`src/design/pfi_pkg.sv`:
```
// Shared types and constants of the polyphase fractional interpolator.
// Used by the top level, pfi_ctrl and pfi_cmac; depends on nothing.
`default_nettype none

package pfi_pkg;

  localparam int TAPS       = 8;
  localparam int PHASES     = 16;
  localparam int LINE_DEPTH = 1024;

  localparam int LINE_AW  = $clog2(LINE_DEPTH);
  localparam int COEF_AW  = $clog2(PHASES * TAPS);
  localparam int PHASE_W  = (PHASES > 1) ? $clog2(PHASES) : 1;
  localparam int TAP_W    = $clog2(TAPS);
  localparam int IDX_W    = 12;
  localparam int ACC_W    = 36;
  localparam int SMP_W    = 32;
  localparam int S_DATA_W = 80;
  localparam int M_DATA_W = 72;
  localparam int MAXPOS_W = 11;

  typedef enum logic [1:0] {
    KIND_SAMPLE = 2'd0,
    KIND_COEF   = 2'd1,
    KIND_QUERY  = 2'd2
  } kind_t;

  typedef enum logic [1:0] {
    ST_IDLE,
    ST_RUN,
    ST_DRAIN,
    ST_EMIT
  } state_t;

  typedef struct packed {
    logic [9:0]         sample_index;
    logic [3:0]         coef_phase;
    logic [2:0]         coef_tap;
    logic signed [15:0] value_re;
    logic signed [15:0] value_im;
    logic [9:0]         position_int;
    logic [15:0]        position_frac;
  } item_t;

  // Control beat from the sequencer to the complex multiply-accumulate unit.
  typedef struct packed {
    logic clear;
    logic valid;
    logic take;
    logic last;
  } mac_ctl_t;

endpackage

`default_nettype wire

```
`src/design/pfi_cmac.sv`:
```
// Shared complex multiply-accumulate unit: product stage, then accumulate.
// Depends on pfi_pkg for the control struct and widths.
`default_nettype none

module pfi_cmac (
  input  wire logic                              clk,
  input  wire logic                              rst,
  input  wire pfi_pkg::mac_ctl_t                 ctl,
  input  wire logic [pfi_pkg::SMP_W-1:0]         sample,
  input  wire logic [pfi_pkg::SMP_W-1:0]         coef,
  output logic                                   done,
  output logic signed [pfi_pkg::ACC_W-1:0]       acc_re,
  output logic signed [pfi_pkg::ACC_W-1:0]       acc_im
);

  pfi_pkg::mac_ctl_t ctl_d;
  pfi_pkg::mac_ctl_t ctl_p;

  logic signed [15:0] sr, si, cr, ci;
  logic signed [31:0] p_rr, p_ii, p_ri, p_ir;
  logic signed [pfi_pkg::ACC_W-1:0] term_re, term_im;

  assign sr = $signed(sample[15:0]);
  assign si = $signed(sample[31:16]);
  assign cr = $signed(coef[15:0]);
  assign ci = $signed(coef[31:16]);

  // Control follows RAM read latency, then the product stage.
  always_ff @(posedge clk) begin
    if (rst) begin
      ctl_d <= '0;
      ctl_p <= '0;
      done  <= 1'b0;
    end else begin
      ctl_d <= ctl;
      ctl_p <= ctl_d;
      done  <= ctl_p.valid && ctl_p.last;
    end
  end

  always_ff @(posedge clk) begin
    p_rr <= cr * sr;
    p_ii <= ci * si;
    p_ri <= cr * si;
    p_ir <= ci * sr;
  end

  assign term_re = pfi_pkg::ACC_W'(p_rr) - pfi_pkg::ACC_W'(p_ii);
  assign term_im = pfi_pkg::ACC_W'(p_ri) + pfi_pkg::ACC_W'(p_ir);

  always_ff @(posedge clk) begin
    if (ctl.clear) begin
      acc_re <= '0;
      acc_im <= '0;
    end else if (ctl_p.valid && ctl_p.take) begin
      acc_re <= acc_re + term_re;
      acc_im <= acc_im + term_im;
    end
  end

endmodule

`default_nettype wire

```
`config.mk`:
```
export PLATFORM = sky130hd
export DESIGN_NAME = pfi_cmac
export DESIGN_NICKNAME = d
export VERILOG_FILES = /design/src/design/pfi_pkg.sv /design/src/design/pfi_cmac.sv
export SDC_FILE = /design/constraint.sdc
export NUM_CORES = 2
export LEC_CHECK = 0
export ABC_AREA = 1
export BUFFER_PORTS_ARGS = -buffer_cell sky130_fd_sc_hd__buf_2
export CAP_MARGIN = 20
export CELL_PAD_IN_SITES_DETAIL_PLACEMENT = 1
export CELL_PAD_IN_SITES_GLOBAL_PLACEMENT = 1
export CORE_MARGIN = 2
export CORE_UTILIZATION = 30
export DETAILED_ROUTE_END_ITERATION = 12
export GPL_TIMING_DRIVEN = 0
export PLACE_DENSITY_LB_ADDON = 0.12
export SLEW_MARGIN = 20
export SYNTH_ARGS = -nofsm -noshare
export SYNTH_HDL_FRONTEND = slang
export SYNTH_SLANG_ARGS = --single-unit
```
`constraint.sdc`:
```
create_clock -name clk -period 9.1 [get_ports clk]
set_input_delay 2.275 -clock clk [delete_from_list [all_inputs] [get_ports clk]]
set_output_delay 2.275 -clock clk [all_outputs]
set_load 0.01 [all_outputs]
```
==> results.toml <==
[synth]
yosysUniqueCellTypes = 41
synth_fp_nets = 8663
synth_fa_ha_area_share_pct = 50.9
synth_warnings = 0
synthTopCellsByArea = "fa_1, inv_1, nand2_1, ha_1, dfxtp_1"
synth_area_um2 = 53800
ys_ff_latch = 207
synth_compound_area_share_pct = 4.62
netlist.area_leader.share_pct = 41.6
ys_async_sr_fraction_pct = 0
ys_seq_area_share_pct = 7.70
synth_xor_xnor_area_share_pct = 2.77
synth_area_leader_cell = "fa_1"
synth_ff_type = "dfxtp_1"
synth_top_family_by_area = "adder cells"
syn_inst = 7076
synth_edf_count = 0
muxShareOfSynthArea_pct = 0
postSynthAreaPerCell_um2 = 7.61
yosys.area_share.simple_pct = 17.6

[timing]
fmax_mhz = 113
min_period_ns = 8.84
slew_violations = 0
setup_violations = 0
rsz0062_at_grt = "false"
hold_violations = 0
fin_setup_tns_ns = 0
setup_ws_ns = 0.260
relSlewSlack_pct = 13.8
post-route-period-util_pct = 97.1
worstMarginPinSlew_ns = 1.29
skew_ns = 0.0348

[routing]
ant_nets = 0
firstDrtPassIters = 5
vias = 45200
drc = 0
drtIter0Drc = 2860
routedWlPerCell_um = 22.9
routed_wl_mm = 220
viasPerCell = 4.69

[clocking]
clock_path_buffers = 3
cts_sinks = 207
ctsRootBufferMaster = "clkbuf_16"
insertion_delay_ns = 0.63
htreeDepth = 1
clkTransAtPathRegs_ns = 0.08
cts_tree = "done"
numCtsBuffers = 29

[cells_and_area]
nets = 8840
nFillCells = 21900
multi_input_area_um2 = 40900
area_growth_pct = 8.97
drive_gt1_share_pct = 3.82
ff_latch_area_um2 = 4140

[worst_setup_path]
path_class = "in2reg"
max_stage_delay_ns = 0.97
slowest_stage = "clkbuf_1"
worst_path_most_repeated_cell = "inv_1"
cp_max_fo = 10
startpoint_type = "input pin"
crit_arrival_ns = 9.17
endpoint_kind = "register"
cp.required_ns = 9.43
crit_chain = "buf_2, clkbuf_1, nand2_1, inv_1, fa_1, inv_1, fa_1, fa_1, inv_1, fa_1, inv_1, fa_1, inv_1, fa_1, ha_1, inv_1, nor3_1, nand2_1, nor3_1, nand2_1, o211ai_1, inv_1, nand2_1, nand2_1"

[place]
place_congestion = 0.942
dpl.hpwl_mm = 196
pre_cts_slack_ns = -0.522
port-buffer-count = 139

[floorplanning]
start_util_pct = 30.2
core.rowCount = 155
ios = 143
die_area_um2 = 183000
chipHeight_um = 428
die_w_um = 428
coreArea_um2 = 178000

[grt]
grt_pass1_wl_mm = 324
gr-total-overflow = 0
grt_pass1_vias = 48600
track_usage_pct = 24.5
grt_max_degree = 14
antenna_found_initial = 38

[job]
max_cap_viol_count = 0

[status]
status = "complete, no violations"

[min_path]
hp-class = "reg2reg"
[what timing repair did]
action | 4_1_cts | 5_1_grt
resized for setup | 0 | 8
endpoints found under the setup margin | 0 | 1
buffers inserted | 0 | 3
hold buffers | 0 | 0
[placed cells by master, fill, tap and decap left out, types with 9 or more instances in the layout]
| cell | synthesis | final |
|---|---|---|
| clkbuf_2 | 0 | 28 |
| nand3_1 | 183 | 183 |
| diode_2 | 0 | 9 |
| nor2_1 | 378 | 378 |
| nand2_1 | 1694 | 1694 |
| clkbuf_1 | 208 | 181 |
| o21ai_1 | 20 | 20 |
| buf_2 | 1 | 143 |
| dfxtp_1 | 207 | 207 |
| nor3_2 | 9 | 9 |
| inv_1 | 2124 | 2123 |
| xor2_1 | 119 | 119 |
| ha_1 | 398 | 398 |
| nor3_1 | 36 | 36 |
| o21bai_1 | 30 | 30 |
| nand3b_1 | 9 | 9 |
| fa_1 | 1119 | 1119 |
| nand2_2 | 15 | 15 |
| xnor2_1 | 51 | 51 |
| o211ai_1 | 14 | 14 |
| nand4_1 | 38 | 38 |
| o21ai_0 | 123 | 123 |
| clkbuf_16 | 0 | 29 |
| a21o_1 | 14 | 14 |
| a21oi_1 | 238 | 238 |
[state kept, by name, indices dropped and copies added (netlist names)]
| signal | flops |
|---|---|
| ctl_d | 3 |
| ctl_p | 3 |
| p_rr | 32 |
| p_ii | 32 |
| p_ir | 32 |
| acc_re | 36 |
| done | 1 |
| acc_im | 36 |
| p_ri | 32 |
[per-stage QoR]
| stage | hold WS (ns) | utilization [%] | area [um^2] | std cells |
|---|---|---|---|---|
| 6_report | 0.409 | 32.9 | 58700 | 9639 |
| 5_1_grt | 0.430 | 32.9 | 58700 | 9635 |
| 4_1_cts | 0.409 | 32.8 | 58600 | 9627 |
| 3_5_place_dp | 0.398 | 32.3 | 57600 | 9574 |
| 3_3_place_gp | 0.403 | 32.2 | 57500 | 9570 |
| 2_1_floorplan | 0.388 | - | 53800 | 7076 |
[logic make-up (layout without fill, tap and decap cells)]
family	Yosys count	count (layout)
AOI/OAI and AO/OA	458	458
xor gates and xnor gates	170	170
adders and majority gates	1517	1517
buffers and inverters	2345	2544
DFF	207	207
other	0	9
and+or+nand+nor	2379	2379
[worst paths after layout]
check | from | to | slack (ns) | cells after the start
min reg2reg | ctl_d[0]$_SDFF_PP0_ | ctl_p[0]$_SDFF_PP0_ | 0.41 | 2
max | sample[27] | p_ii[31]$_DFF_P_ | 0.26 | 24
max reg2reg | acc_im[0]$_SDFFE_PP0P_ | acc_im[29]$_SDFFE_PP0P_ | 5.60 | 18
min | ctl_d[0]$_SDFF_PP0_ | ctl_p[0]$_SDFF_PP0_ | 0.41 | 2
[cell usage after synthesis, drive strengths merged (51+ instances only)]
library cell and n:
xor2 119, ha 398, nand3 186, a21oi 240, nand2 1709, fa 1119
nor2 386, o21ai 143, clkbuf 209, dfxtp 207, xnor2 51, inv 2130
[cell type report]
class,instances,share of cell area (%)
repair buffers,148,1.36
diodes,9,0.0384
well taps,2355,5.02
clock inverters,15,0.371
clock buffers,38,1.38
flip-flops and latches,207,7.06
plain buffers,213,1.50
multi-input cells,4524,69.6
inverters,2130,13.6
[worst max-delay path, delay by kind of cell]
| family | cells | cell delay, ns |
|---|---|---|
| buf+inv | 9 | 1.94 |
| compound gates | 1 | 0.22 |
| fa+ha+maj | 7 | 3.45 |
| simple gates | 7 | 1.22 |
[per-layer routing]
| layer | share of wire [%] | vias up | GRT usage (%) |
|---|---|---|---|
| met4 | 2.3 | 0 | 5.75 |
| met1 | 47 | 23400 | 35.2 |
| li1 | - | 20600 | - |
| met3 | 6.1 | 195 | 3.59 |
| met5 | 0 | - | 0 |
| met2 | 45 | 1054 | 38.5 |
Power is not shown: default switching activity piles up to over one toggle a cycle in this logic, so the estimate is an artifact.
