## src/design/pfi_pkg.sv

```systemverilog
// Shared types and constants of the polyphase fractional interpolator.
// Used by the top level, pfi_ctrl and pfi_cmac; depends on nothing.
`default_nettype none

package pfi_pkg;

  localparam int TAPS       = 8;
  localparam int PHASES     = 16;
  localparam int LINE_DEPTH = 1024;

  localparam int LINE_AW  = $clog2(LINE_DEPTH);
  localparam int COEF_AW  = $clog2(PHASES * TAPS);
  localparam int PHASE_W  = (PHASES > 1) ? $clog2(PHASES) : 1;
  localparam int TAP_W    = $clog2(TAPS);
  localparam int IDX_W    = 12;
  localparam int ACC_W    = 36;
  localparam int SMP_W    = 32;
  localparam int S_DATA_W = 80;
  localparam int M_DATA_W = 72;
  localparam int MAXPOS_W = 11;

  typedef enum logic [1:0] {
    KIND_SAMPLE = 2'd0,
    KIND_COEF   = 2'd1,
    KIND_QUERY  = 2'd2
  } kind_t;

  typedef enum logic [1:0] {
    ST_IDLE,
    ST_RUN,
    ST_DRAIN,
    ST_EMIT
  } state_t;

  typedef struct packed {
    logic [9:0]         sample_index;
    logic [3:0]         coef_phase;
    logic [2:0]         coef_tap;
    logic signed [15:0] value_re;
    logic signed [15:0] value_im;
    logic [9:0]         position_int;
    logic [15:0]        position_frac;
  } item_t;

  // Control beat from the sequencer to the complex multiply-accumulate unit.
  typedef struct packed {
    logic clear;
    logic valid;
    logic take;
    logic last;
  } mac_ctl_t;

endpackage

`default_nettype wire

```

## src/design/pfi_ctrl.sv

```systemverilog
// Sequencer: input handshake, store writes, tap addressing and result hand-off.
// Depends on pfi_pkg for states, kinds, the item struct and widths.
`default_nettype none

module pfi_ctrl (
  input  wire logic                               clk,
  input  wire logic                               rst,
  input  wire logic                               s_tvalid,
  output logic                                    s_tready,
  input  wire pfi_pkg::kind_t                     kind,
  input  wire pfi_pkg::item_t                     item,
  input  wire logic [pfi_pkg::MAXPOS_W-1:0]       max_position,
  output logic                                    samp_we,
  output logic [pfi_pkg::LINE_AW-1:0]             samp_waddr,
  output logic [pfi_pkg::LINE_AW-1:0]             samp_raddr,
  output logic                                    coef_we,
  output logic [pfi_pkg::COEF_AW-1:0]             coef_waddr,
  output logic [pfi_pkg::COEF_AW-1:0]             coef_raddr,
  output logic [pfi_pkg::SMP_W-1:0]               wdata,
  output pfi_pkg::mac_ctl_t                       mac_ctl,
  input  wire logic                               mac_done,
  input  wire logic                               out_free,
  output logic                                    out_load
);

  localparam logic [pfi_pkg::TAP_W-1:0] LAST_TAP = pfi_pkg::TAP_W'(pfi_pkg::TAPS - 2);

  pfi_pkg::state_t state, state_next;
  logic [pfi_pkg::TAP_W-1:0]          tap, tap_next;
  logic signed [pfi_pkg::IDX_W-1:0]   idx, idx_next;
  logic [pfi_pkg::COEF_AW-1:0]        coef_addr, coef_addr_next;

  logic [31:0]                        frac_scaled;
  logic [pfi_pkg::PHASE_W-1:0]        phase;
  logic signed [pfi_pkg::IDX_W-1:0]   base;
  logic                               in_line, in_bank, take;

  assign frac_scaled = 32'(item.position_frac) * 32'(pfi_pkg::PHASES);
  assign phase       = frac_scaled[16 +: pfi_pkg::PHASE_W];
  assign base        = $signed({2'b00, item.position_int})
                       - pfi_pkg::IDX_W'(pfi_pkg::TAPS / 2);

  assign in_line = 32'(item.sample_index) < pfi_pkg::LINE_DEPTH;
  assign in_bank = (32'(item.coef_phase) < pfi_pkg::PHASES) &&
                   (32'(item.coef_tap) < pfi_pkg::TAPS);

  // Skip taps outside the written window of the line.
  assign take = (idx >= 0) && (idx < $signed({1'b0, max_position})) &&
                (int'(idx) < pfi_pkg::LINE_DEPTH);

  assign samp_waddr = pfi_pkg::LINE_AW'(item.sample_index);
  assign coef_waddr = pfi_pkg::COEF_AW'(32'(item.coef_phase) * 32'(pfi_pkg::TAPS)
                                        + 32'(item.coef_tap));
  assign wdata      = {item.value_im, item.value_re};
  assign samp_raddr = pfi_pkg::LINE_AW'($unsigned(idx));
  assign coef_raddr = coef_addr;

  always_ff @(posedge clk) begin
    if (rst) begin
      state     <= pfi_pkg::ST_IDLE;
      tap       <= '0;
      idx       <= '0;
      coef_addr <= '0;
    end else begin
      state     <= state_next;
      tap       <= tap_next;
      idx       <= idx_next;
      coef_addr <= coef_addr_next;
    end
  end

  always_comb begin
    state_next     = state;
    tap_next       = tap;
    idx_next       = idx;
    coef_addr_next = coef_addr;
    s_tready       = 1'b0;
    samp_we        = 1'b0;
    coef_we        = 1'b0;
    mac_ctl        = '0;
    out_load       = 1'b0;
    case (state)
      pfi_pkg::ST_IDLE: begin
        s_tready = 1'b1;
        if (s_tvalid) begin
          case (kind)
            pfi_pkg::KIND_SAMPLE: samp_we = in_line;
            pfi_pkg::KIND_COEF:   coef_we = in_bank;
            pfi_pkg::KIND_QUERY: begin
              mac_ctl.clear  = 1'b1;
              tap_next       = '0;
              idx_next       = base;
              coef_addr_next = pfi_pkg::COEF_AW'(32'(phase) * 32'(pfi_pkg::TAPS));
              state_next     = pfi_pkg::ST_RUN;
            end
            default: ;
          endcase
        end
      end
      pfi_pkg::ST_RUN: begin
        mac_ctl.valid  = 1'b1;
        mac_ctl.take   = take;
        mac_ctl.last   = (tap == LAST_TAP);
        tap_next       = tap + pfi_pkg::TAP_W'(1);
        idx_next       = idx + pfi_pkg::IDX_W'(1);
        coef_addr_next = coef_addr + pfi_pkg::COEF_AW'(1);
        if (tap == LAST_TAP) begin
          state_next = pfi_pkg::ST_DRAIN;
        end
      end
      pfi_pkg::ST_DRAIN: begin
        if (mac_done) begin
          state_next = pfi_pkg::ST_EMIT;
        end
      end
      pfi_pkg::ST_EMIT: begin
        // Hold the sum until the output slot frees up.
        if (out_free) begin
          out_load   = 1'b1;
          state_next = pfi_pkg::ST_IDLE;
        end
      end
      default: state_next = pfi_pkg::ST_IDLE;
    endcase
  end

  a_query_starts: assert property (@(posedge clk) disable iff (rst)
    (s_tvalid && s_tready && kind == pfi_pkg::KIND_QUERY) |=> state == pfi_pkg::ST_RUN)
    else $error("query beat did not start the tap sequence");

  a_no_write_busy: assert property (@(posedge clk) disable iff (rst)
    (state != pfi_pkg::ST_IDLE) |-> !(samp_we || coef_we))
    else $error("store write while a query is in flight");

  a_done_in_drain: assert property (@(posedge clk) disable iff (rst)
    mac_done |-> state == pfi_pkg::ST_DRAIN)
    else $error("accumulator finished outside the drain state");

endmodule

`default_nettype wire
```

## config.mk

```make
export PLATFORM = sky130hd
export DESIGN_NAME = pfi_ctrl
export DESIGN_NICKNAME = d
export VERILOG_FILES = /design/src/design/pfi_pkg.sv /design/src/design/pfi_ctrl.sv
export SDC_FILE = /design/constraint.sdc
export NUM_CORES = 1
export LEC_CHECK = 0
export BUFFER_PORTS_ARGS = -buffer_cell sky130_fd_sc_hd__buf_4
export CORE_ASPECT_RATIO = 1.5
export CORE_MARGIN = 1
export CORE_UTILIZATION = 42
export DETAILED_ROUTE_END_ITERATION = 10
export HOLD_SLACK_MARGIN = 0.12
export PLACE_DENSITY_LB_ADDON = 0.1
export SYNTH_ARGS = -nofsm -noshare
export SYNTH_HDL_FRONTEND = slang
export SYNTH_SLANG_ARGS = --single-unit
```

## constraint.sdc

```tcl
create_clock -name clk -period 2 [get_ports clk]
set_clock_uncertainty 0.1 [all_clocks]
set_input_delay 0 -clock clk [delete_from_list [all_inputs] [get_ports clk]]
set_output_delay 0 -clock clk [all_outputs]
set_load 0.02 [all_outputs]
```

==> results of run 1 <==
-- critical path, delay by kind of cell, from the launching register on --
| kind | cells | cell delay, ps |
|---|---|---|
| and+or+nand+nor | 1 | 450 |
| AOI/OAI and AO/OA | 3 | 440 |
| DFF | 1 | 350 |
| buffers and inverters | 2 | 260 |
| adders and majority gates | 1 | 140 |
-- final timing paths --
check | cells past startpoint | slack, ps | startpoint | endpoint
max | 7 | 0.3 | state[1] | mac_ctl[1]
min reg2reg | 2 | 420 | tap[2] | tap[2]
min | 5 | 130 | item[19] | idx[9]
max reg2reg | 7 | 200 | state[1] | state[1]
-- power by group --
part	total (W)	internal, W	switching (W)
Sequential	0.000677	0.000563	0.000114
Clock	0.000350	0.000176	0.000174
Combinational	0.00121	0.000574	0.000640
Total	0.00224	0.00131	0.000928
-- cells by family after synthesis --
group / count (synthesis) / synth area share, %
buf+inv: 93 / 24.5
simple gates: 91 / 21.2
compound gates: 68 / 19.4
flops: 24 / 20.3
fa+ha+maj: 20 / 10.6
mux: 6 / 2.54
xor+xnor: 4 / 1.48
-- cell usage after synthesis, types with 3 or more instances --
cell type,instances
buf_4,60
dfxtp_1,24
inv_1,21
ha_1,20
o21ai_0,18
nand2_1,16
nor2_1,16
a21oi_1,15
a211oi_1,9
nand3_1,9
nor3_1,8
and3_1,7
clkbuf_1,6
mux2i_1,6
and2_1,5
nor2b_1,5
nor4_1,5
buf_2,4
nand2b_1,4
nand4_1,4
xor2_1,4
a21o_1,3
-- flip-flops by register name (all words and copies together) (netlist names) --
name        flops
coef_raddr      7
idx            12
tap             3
state           2
-- routing by layer --
metal | share of wire [%] | wire [um] | up-vias
li1 | - | - | 1153
met1 | 39 | 2380 | 1070
met2 | 54 | 3280 | 96
met3 | 5.7 | 347 | 7
met4 | 1.2 | 74 | 0
met5 | 0 | 0 | -
-- metrics by stage --
step	power, W	instances	TNS (ps)
6_report	0.00224	443	0
2_1_floorplan	0.00150	306	0
4_1_cts	0.00225	443	0
3_3_place_gp	0.00170	372	0
5_1_grt	0.00240	443	-103
3_5_place_dp	0.00170	372	0
-- final cells by class --
class | count | area share [%]
tap | 70 | 2.70
timing repair buffer | 134 | 37.0
multi-input combinational | 189 | 41.1
inverter | 22 | 2.55
clock buffer | 4 | 1.70
sequential | 24 | 14.9
-- repair_timing --
action / in CTS / in global routing
hold buffers: 67 / 0
setup endpoints to repair: 1 / 2
resized for setup: 9 / 1
hold endpoints to repair: 73 / 0
==> qor.txt, run 1 <==
Area contributors post-synth: dfxtp_1 20%, buf_4 19%, ha_1 11%
Register area: 484 um^2
I/O pins: 167
Area Overhead vs Synth: 37.1%
Post-synthesis sequential area ratio: 20.3%
Overflow left after global routing: 0
Nets: 487
P per Cell Area: 691 nW/um^2
Final WS setup: 0.334 ps
Root Buffer Master: clkbuf_8
WP data arrival: 1900 ps
# diodes: 0
Final core occ: 59.5%
Die height: 93.9 um
Worst-path fanout max: 4
Port Buffers: 56
CTS Buffer Depth: 2
Syn_nets: 419
Post-Syn Instances: 306
CORE AREA: 5450 um^2
Final worst path period share: 100%
Clk pin slew, worst setup/hold paths: 90 ps
RSZ-0062 raised after global routing: true
EDFF count, synth: 0
DR iter-0 viols: 60
Most frequent cells in the layout: 67 x dlygate4sd3_1, 65 x buf_4, 21 x dfxtp_1
Die footprint: 5940 um^2
Post-CTS Setup Inserts: 0
Syn_area_per_cell: 7.73 um^2
Most common cell after layout, fill and taps aside: dlygate4sd3_1
Worst slew pin tran: 375 ps
Mapped Area: 2360 um^2
Critical Path Slowest Stage Cell: or4b_4
Status: completed
Yosys warnings: 0
Area fraction of the dominant cell type after synthesis: 20.3%
Number of synthesized register bits: 24
Crit path cell chain: inv_2 > ha_4 > or4b_4 > a21oi_2 > o21ai_1 > o41ai_2 > buf_4
Post-DP Area: 2490 um^2
Asr flop ratio synth: 0%
Initial antenna violation count: 0
Placer Congestion: 0.784
GRT Total Usage: 20.4%
Clock Latency Late Sink: 270 ps
Kind of critical path: reg2out
Area of the multi-input gates: 1330 um^2
Peak supply drop: 0.000384 V
Slew Viols, Final: 0
Pre-CTS WS: 81.9 ps
GRT busiest layer: met2
Final ANT Viol Nets: 0
Grt met2 use: 41.2%
Post-layout min period: 2000 ps
Post-synth top area cell: dfxtp_1
Routed vias: 2,326
Slew headroom: 75.0%
Critical Path Source Type: register
Dpl hpwl: 4000 um
Fmax achieved: 0.500 GHz
# DRC: 0
Layout cell share with drive strength beyond 1: 22.8%
WP data required: 1900 ps
Max Cap Violations: 0
Leak pwr: 1.46 nW
CTS tree: built
Total CTS buffers: 3
CP endpoint kind: primary output
Pin count of the biggest net entering global routing: 27
Setup violations, final: 0
Min Hold Slack: 128 ps
Final hold violations: 0
Horiz. Die Dim: 63.3 um
Pre-antenna DRT Iters: 6
Clk sinks: 24
WL final: 6080 um
Row count: 33
Met3 usage: 3.40%
Post-Layout Inst Area: 3240 um^2
Met1 usage: 20.9%
Unique masters post-synth: 51
Initial Utilization: 43.4%
Avg WL per Cell: 13.7 um
Vias in the first global route: 2,198
Hold Path Class: in2reg
Via density: 5.25
Depth of the CTS H-tree: 1
Top FF cell, synth: dfxtp_1
Layout filler cell count: 511
First-pass GRT wire length: 9670 um
Crit-path max cell delay: 450 ps
No activity file was read; power rests on OpenSTA's default activity.
==> run 2, diff against run 1 <==
Settings changed: ABC_AREA set to 1, CORE_UTILIZATION 42 to 43.
==> run 2 against run 1 <==
  * Register-to-register slack worse by 50 ps
  * Sequential share of layout area is 0.066 points lower
  * Total power is 17% higher
  * Design area hardly changed
  * Clock power is 15% lower
  * Critical endpoint is now state[1]
  * Die area is 2.8% higher
  * First-iteration DRC count is 25% higher
  * Via count is 8.1% higher
  * Global-route usage is 0.20 points lower
  * Sequential power is 15% higher
  * Synthesized area is 5.3% higher
==> qor.txt, run 2 <==
Clk pin slew, worst setup/hold paths: 90 ps (about the same)
Asr flop ratio synth: 0% (unchanged)
# DRC: 0 (unchanged)
Post-CTS Setup Inserts: 0 (unchanged)
GRT Total Usage: 20.2% (-0.20 points)
CORE AREA: 5530 um^2 (+1.5%)
Syn_area_per_cell: 6.52 um^2 (-16%)
# diodes: 0 (unchanged)
WP data required: 2110 ps (+210 ps)
Depth of the CTS H-tree: 1 (unchanged)
Via density: 4.89 (-6.8%)
Initial antenna violation count: 0 (unchanged)
CTS Buffer Depth: 2 (unchanged)
Status: completed
Port Buffers: 56 (unchanged)
Setup violations, final: 0 (unchanged)
Tot Pwr: 0.00262 W (+17%)
Layout cell share with drive strength beyond 1: 18.0% (-4.8 points)
Most common cell after layout, fill and taps aside: nand2_1
Final TNS setup: 0 ps (unchanged)
Post-Syn Instances: 382 (+25%)
Hold Path Class: in2reg
CP endpoint kind: register
Pin count of the biggest net entering global routing: 23 (-15%)
EDFF count, synth: 0 (unchanged)
I/O pins: 167 (unchanged)
Kind of critical path: reg2reg
Final ANT Viol Nets: 0 (unchanged)
Synth cell count leaders: 80 x nand2_1, 60 x buf_4, 41 x inv_1, 37 x nor2_1, 28 x a21oi_1
Dpl hpwl: 4120 um (+2.9%)
Met3 usage: 2.03% (-1.4 points)
WL final: 6180 um (+1.7%)
Most frequent cells in the layout: 80 x nand2_1, 68 x dlygate4sd3_1, 60 x buf_4
Area contributors post-synth: dfxtp_1 19%, buf_4 18%, nand2_1 12%
CTS tree: built
Met1 usage: 20.5% (-0.38 points)
Critical Path Source Type: register
Top FF cell, synth: dfxtp_1
Mapped Area: 2490 um^2 (+5.3%)
Worst Reg-to-Reg Cells: 6 (-1)
Unique masters post-synth: 35 (-31%)
Leak pwr: 1.50 nW (+2.8%)
Placer Congestion: 0.826 (+5.4%)
Yosys warnings: 0 (unchanged)
Most common cell in the synthesized netlist: nand2_1
Layout filler cell count: 574 (+12%)
Worst slew pin tran: 407 ps (+32.1 ps)
WP data arrival: 1960 ps (+60 ps)
GRT busiest layer: met2
Root Buffer Master: clkbuf_8
Max reg flops: 12 (unchanged)
Clock Latency Late Sink: 270 ps (about the same)
Die height: 95.2 um (+1.4%)
FF-to-FF End: state[1]
RSZ-0062 raised after global routing: false
Slew headroom: 72.8% (-2.1 points)
Worst-path fanout max: 5 (+1)
Die footprint: 6110 um^2 (+2.8%)
Initial Utilization: 45.0% (+1.6 points)
Post-layout min period: 1850 ps (-147 ps)
Syn_nets: 495 (+18%)
Clk sinks: 24 (unchanged)
Worst reg2reg setup slack: 150 ps (-50 ps)
Max Cap Violations: 0 (unchanged)
Fmax achieved: 0.540 GHz (+7.9%)
Peak supply drop: 0.000496 V (+29%)
Overflow left after global routing: 0 (unchanged)
RR Startpoint: state[1]
Area of the multi-input gates: 1320 um^2 (-0.84%)
Grt met2 use: 41.3% (+0.093 points)
First-pass GRT wire length: 9850 um (+1.8%)
DR iter-0 viols: 75 (+25%)
Routed vias: 2,514 (+8.1%)
Pre-antenna DRT Iters: 4 (-2)
HP Start: item[19]
P per Cell Area: 809 nW/um^2 (+17%)
Final hold violations: 0 (unchanged)
Hold Path End: idx[5]
Final worst path period share: 92.6% (-7.4 points)
Post-synth top area cell: dfxtp_1
Total CTS buffers: 3 (unchanged)
Slew Viols, Final: 0 (unchanged)
Avg WL per Cell: 12.0 um (-12%)
Row count: 33 (unchanged)
Nets: 559 (+15%)
Register area: 482 um^2 (-0.52%)
Vias in the first global route: 2,292 (+4.3%)
Worst Hold Depth: 6 (+1)
Post-synthesis sequential area ratio: 19.3% (-1.0 points)
Horiz. Die Dim: 64.1 um (+1.4%)
Area fraction of the dominant cell type after synthesis: 19.3% (-1.0 points)
Number of synthesized register bits: 24 (unchanged)
Largest Register: idx
Area Overhead vs Synth: 30.0%
-- run 2: cell count changes in the layout (fill, tap and decap cells not counted), moves of 6 or more --
cell and change:
nand3_1 +14, a21oi_1 +14, nor2_1 +21, a211oi_1 -9, mux2i_1 -6, and3_1 -7, o21ai_0 -12, o21ai_1 +11
inv_1 +21, nand2_1 +64
-- run 2: per-layer routing --
metal | vias up | wire length, um
li1 | 1283 | -
met1 | 1126 | 2320
met2 | 94 | 3450
met3 | 11 | 289
met4 | 0 | 117
met5 | - | 0
-- run 2: cell families (layout without fill, tap and decap cells) --
group | count (synthesis) | count (layout) | synth area share [%]
AO/OA/AOI/OAI | 54 | 54 | 12.2
XOR/XNOR | 4 | 4 | 1.41
adder cells (fa/ha/maj) | 20 | 20 | 10.0
buffers and inverters | 115 | 177 | 27.6
flip-flops | 24 | 24 | 19.3
AND/OR/NAND/NOR | 165 | 165 | 29.4
-- run 2: metrics by stage --
step / instance area, um^2 / setup slack (ps) / cells / utilization [%] / hold WS, ps
2_1_floorplan: 2490 / 320 / 382 / - / -27.0
3_5_place_dp: 2520 / 219 / 443 / 45.5 / -99.9
5_1_grt: 3240 / 20.7 / 514 / 58.5 / 200
6_report: 3240 / 148 / 514 / 58.5 / 180
4_1_cts: 3240 / 93.5 / 514 / 58.5 / 170
3_3_place_gp: 2520 / 213 / 443 / 45.5 / -99.9
-- run 2: worst max-delay path, cell delays in order, from the launching register on --
cell and delay, ps:
dfxtp_1 380, inv_1 80, ha_1 270, nand2_4 140, dlygate4sd3_1 600, nand4_1 100
a21oi_1 140
-- run 2: worst max-delay path by stage --
stage | from | end | slack [ps] | cells past startpoint
2_1_floorplan | state[1] | idx[8] | 320 | 8
5_1_grt | idx[9] | mac_ctl[1] | 20 | 7
3_5_place_dp | state[0] | coef_raddr[3] | 220 | 8
4_1_cts | state[0] | state[1] | 90 | 6
6_report | state[1] | state[1] | 150 | 6
3_3_place_gp | state[0] | coef_raddr[3] | 210 | 8
-- run 2: report_power, final --
group          internal (W)  leakage (nW)  switching (W)
clock network      0.000135        0.0216       0.000162
logic              0.000629          1.28       0.000918
registers          0.000600         0.197       0.000179
-- run 2: final cells by class --
cell class                 instances  share of cell area, %
multi-input combinational        243                   40.8
timing repair buffer             128                   34.9
sequential                        24                   14.9
inverter                          46                   5.41
tap                               70                   2.70
clock buffer                       3                   1.27
-- run 2: what timing repair did --
action,CTS,global route
hold endpoints to repair,70,0
gates resized for setup,0,1
setup endpoints to repair,0,1
hold buffers,68,0
==> run 3, diff against run 2 <==
Settings changed: SETUP_SLACK_MARGIN set to 0.3.
==> run 3 against run 2 <==
  * Global-route usage is 0.13 points lower
  * Total power increased by 7.1%
  * Critical path depth increased by 3
  * Final cell count up 1.2%
  * Non-clock buffer count grew 6
  * First-iteration DRC count is 9.3% lower
  * Via count increased by 1.2%
  * Combinational power up 11%
  * Worst setup slack improved by 170 ps
  * Largest power group unchanged
  * Sequential power grew 2%
  * Hold slack worse by 12 ps
  * Largest cell class unchanged
  * Flip-flop and latch count did not move
==> qor.txt, run 3 (same netlist as run 2, synthesis figures left out) <==
Crit path cell chain: ha_4 > nand2_1 > inv_2 > nand3_1 > nor2_1 > nand2_1 > nand3_1 > nor2_1 > buf_4
Tot Pwr: 0.00281 W (+7.1%)
Row count: 33 (unchanged)
Pre-antenna DRT Iters: 4 (unchanged)
Avg WL per Cell: 12.2 um (+1.4%)
CTS tree: built
Kind of critical path: reg2out
Final hold violations: 0 (unchanged)
Post-Place Cells: 443 (unchanged)
Critical Path Slowest Stage Cell: dfxtp_4
Critical Path Source Type: register
CTS Buffer Depth: 2 (unchanged)
Depth of the CTS H-tree: 1 (unchanged)
Fmax achieved: 0.596 GHz (+10%)
Via density: 4.89 (about the same)
Internal Power: 0.00148 W (+8.5%)
CORE AREA: 5530 um^2 (unchanged)
Total CTS buffers: 3 (unchanged)
Clock power frac: 10.6% (-0.7 points)
Initial Utilization: 45.0% (unchanged)
Slew headroom: 72.6% (-0.26 points)
Dpl hpwl: 4120 um (unchanged)
Final TNS setup: 0 ps (unchanged)
P per Cell Area: 820 nW/um^2 (+1.3%)
Max Cap Violations: 0 (unchanged)
Initial antenna violation count: 0 (unchanged)
Most common cell after layout, fill and taps aside: nand2_1
Pre-CTS WS: 219 ps (unchanged)
Horiz. Die Dim: 64.1 um (unchanged)
Peak supply drop: 0.000506 V (+2.1%)
Status: completed
Layout cell share with drive strength beyond 1: 24.9% (+6.9 points)
Post-layout min period: 1680 ps (-173 ps)
Sw frac: 47.3% (-0.70 points)
Largest Register: idx
Vias in the first global route: 2,276 (-0.70%)
Overflow left after global routing: 0 (unchanged)
Leak pwr: 1.53 nW (+2.0%)
Slew Viols, Final: 0 (unchanged)
WP data required: 1900 ps (-210 ps)
Port Buffers: 56 (unchanged)
Routed vias: 2,545 (+1.2%)
Die footprint: 6110 um^2 (unchanged)
Combinational share of power: 61.3% (+2.3 points)
Max reg flops: 12 (unchanged)
Net Sw Power: 0.00133 W (+5.5%)
Area Overhead vs Synth: 37.5%
WP data arrival: 1580 ps (-380 ps)
GRT Total Usage: 20.1% (-0.13 points)
Hold Path Class: in2reg
Final ANT Viol Nets: 0 (unchanged)
Clk sinks: 24 (unchanged)
Root Buffer Master: clkbuf_8
RSZ-0062 raised after global routing: true
Crit path buffers/inverters: 2 (unchanged)
Pin count of the biggest net entering global routing: 23 (unchanged)
Most frequent cells in the layout: 77 x nand2_1, 67 x dlygate4sd3_1, 66 x buf_4
Crit-path max cell delay: 370 ps (-230 ps)
Placer Congestion: 0.826 (unchanged)
CP endpoint kind: primary output
I/O pins: 167 (unchanged)
# DRC: 0 (unchanged)
Clk pin slew, worst setup/hold paths: 90 ps (about the same)
Worst-path fanout max: 4 (-1)
Worst slew pin tran: 411 ps (+3.93 ps)
Die height: 95.2 um (unchanged)
# diodes: 0 (unchanged)
Final worst path period share: 84.0% (-8.7 points)
Crit-path leading delay family: simple AND/OR/NAND/NOR gates
Nets: 565 (+1.1%)
Reg power frac: 28.2% (-1.5 points)
First-pass GRT wire length: 9790 um (-0.56%)
Setup violations, final: 0 (unchanged)
Final Instance Count excl. Fillers: 520 (+1.2%)
Clock Latency Late Sink: 260 ps (about the same)
DR iter-0 viols: 68 (-9.3%)
WL final: 6340 um (+2.5%)
Final core occ: 61.9% (+3.3 points)
Final WS setup: 321 ps (+173 ps)
## run 3: cell count changes in the layout (fill, tap and decap cells not counted), moves of 3 or more
cell and delta:
nand2_2 +3, nand2_1 -3, a21oi_2 +3, dfxtp_4 +6, ha_4 +5, ha_2 +3
dfxtp_2 +3, a21oi_1 -3, buf_4 +6, ha_1 -8, dfxtp_1 -9
## run 3: tightest hold or removal path, stage by stage
cell	delay [ps]
buf_4	90
nor2_1	50
nand2_1	100
xor2_1	70
a21oi_1	120
a21oi_1	70
## run 3: power by group through the flow
stage | Clock [W] | Sequential, W | Combinational (W)
after floorplan | 0 | 0.000774 | 0.00119
after global placement | 0 | 0.000789 | 0.00135
after detailed placement | 0 | 0.000788 | 0.00136
after CTS | 0.000310 | 0.000783 | 0.00159
after global routing | 0.000322 | 0.000816 | 0.00189
final | 0.000297 | 0.000791 | 0.00172
## run 3: timing repair
item	in CTS	in global routing
endpoints found under the hold margin	70	0
gates resized for setup	8	30
pin swaps	0	9
endpoints found under the setup margin	17	15
hold buffers	67	0
cloned	0	0
setup buffers	0	7
## run 3: worst paths after layout
check,depth (start not counted),endpoint,slack (ps),start
setup reg to reg,9,coef_raddr[3],410,state[0]
hold / removal,6,idx[5],170,item[19]
setup / recovery,9,mac_ctl[1],320,idx[6]
hold reg to reg,2,tap[1],400,tap[1]
## run 3: metrics by stage
stage,hold slack [ps],area (um^2)
after detailed placement,-99.9,2520
after global placement,-99.9,2520
final,167,3420
after floorplan,-27.0,2490
after global routing,200,3420
after CTS,163,3250
## run 3: area by class of cell
| type | count | area (um^2) |
|---|---|---|
| Sequential cell | 24 | 508 |
| Multi-Input combinational cell | 243 | 1420 |
| Fill cell | 549 | 2110 |
| Inverter | 46 | 188 |
| Clock buffer | 3 | 41.3 |
| Timing Repair Buffer | 134 | 1180 |
| Tap cell | 70 | 87.6 |
## run 3: per-layer routing
| metal | vias to the layer above | global-route usage [%] | share of wire [%] |
|---|---|---|---|
| met5 | - | 0 | 0 |
| met4 | 0 | 7.41 | 1.6 |
| met3 | 8 | 2.03 | 4.5 |
| met2 | 87 | 40.6 | 56 |
| met1 | 1155 | 20.7 | 38 |
| li1 | 1295 | - | - |
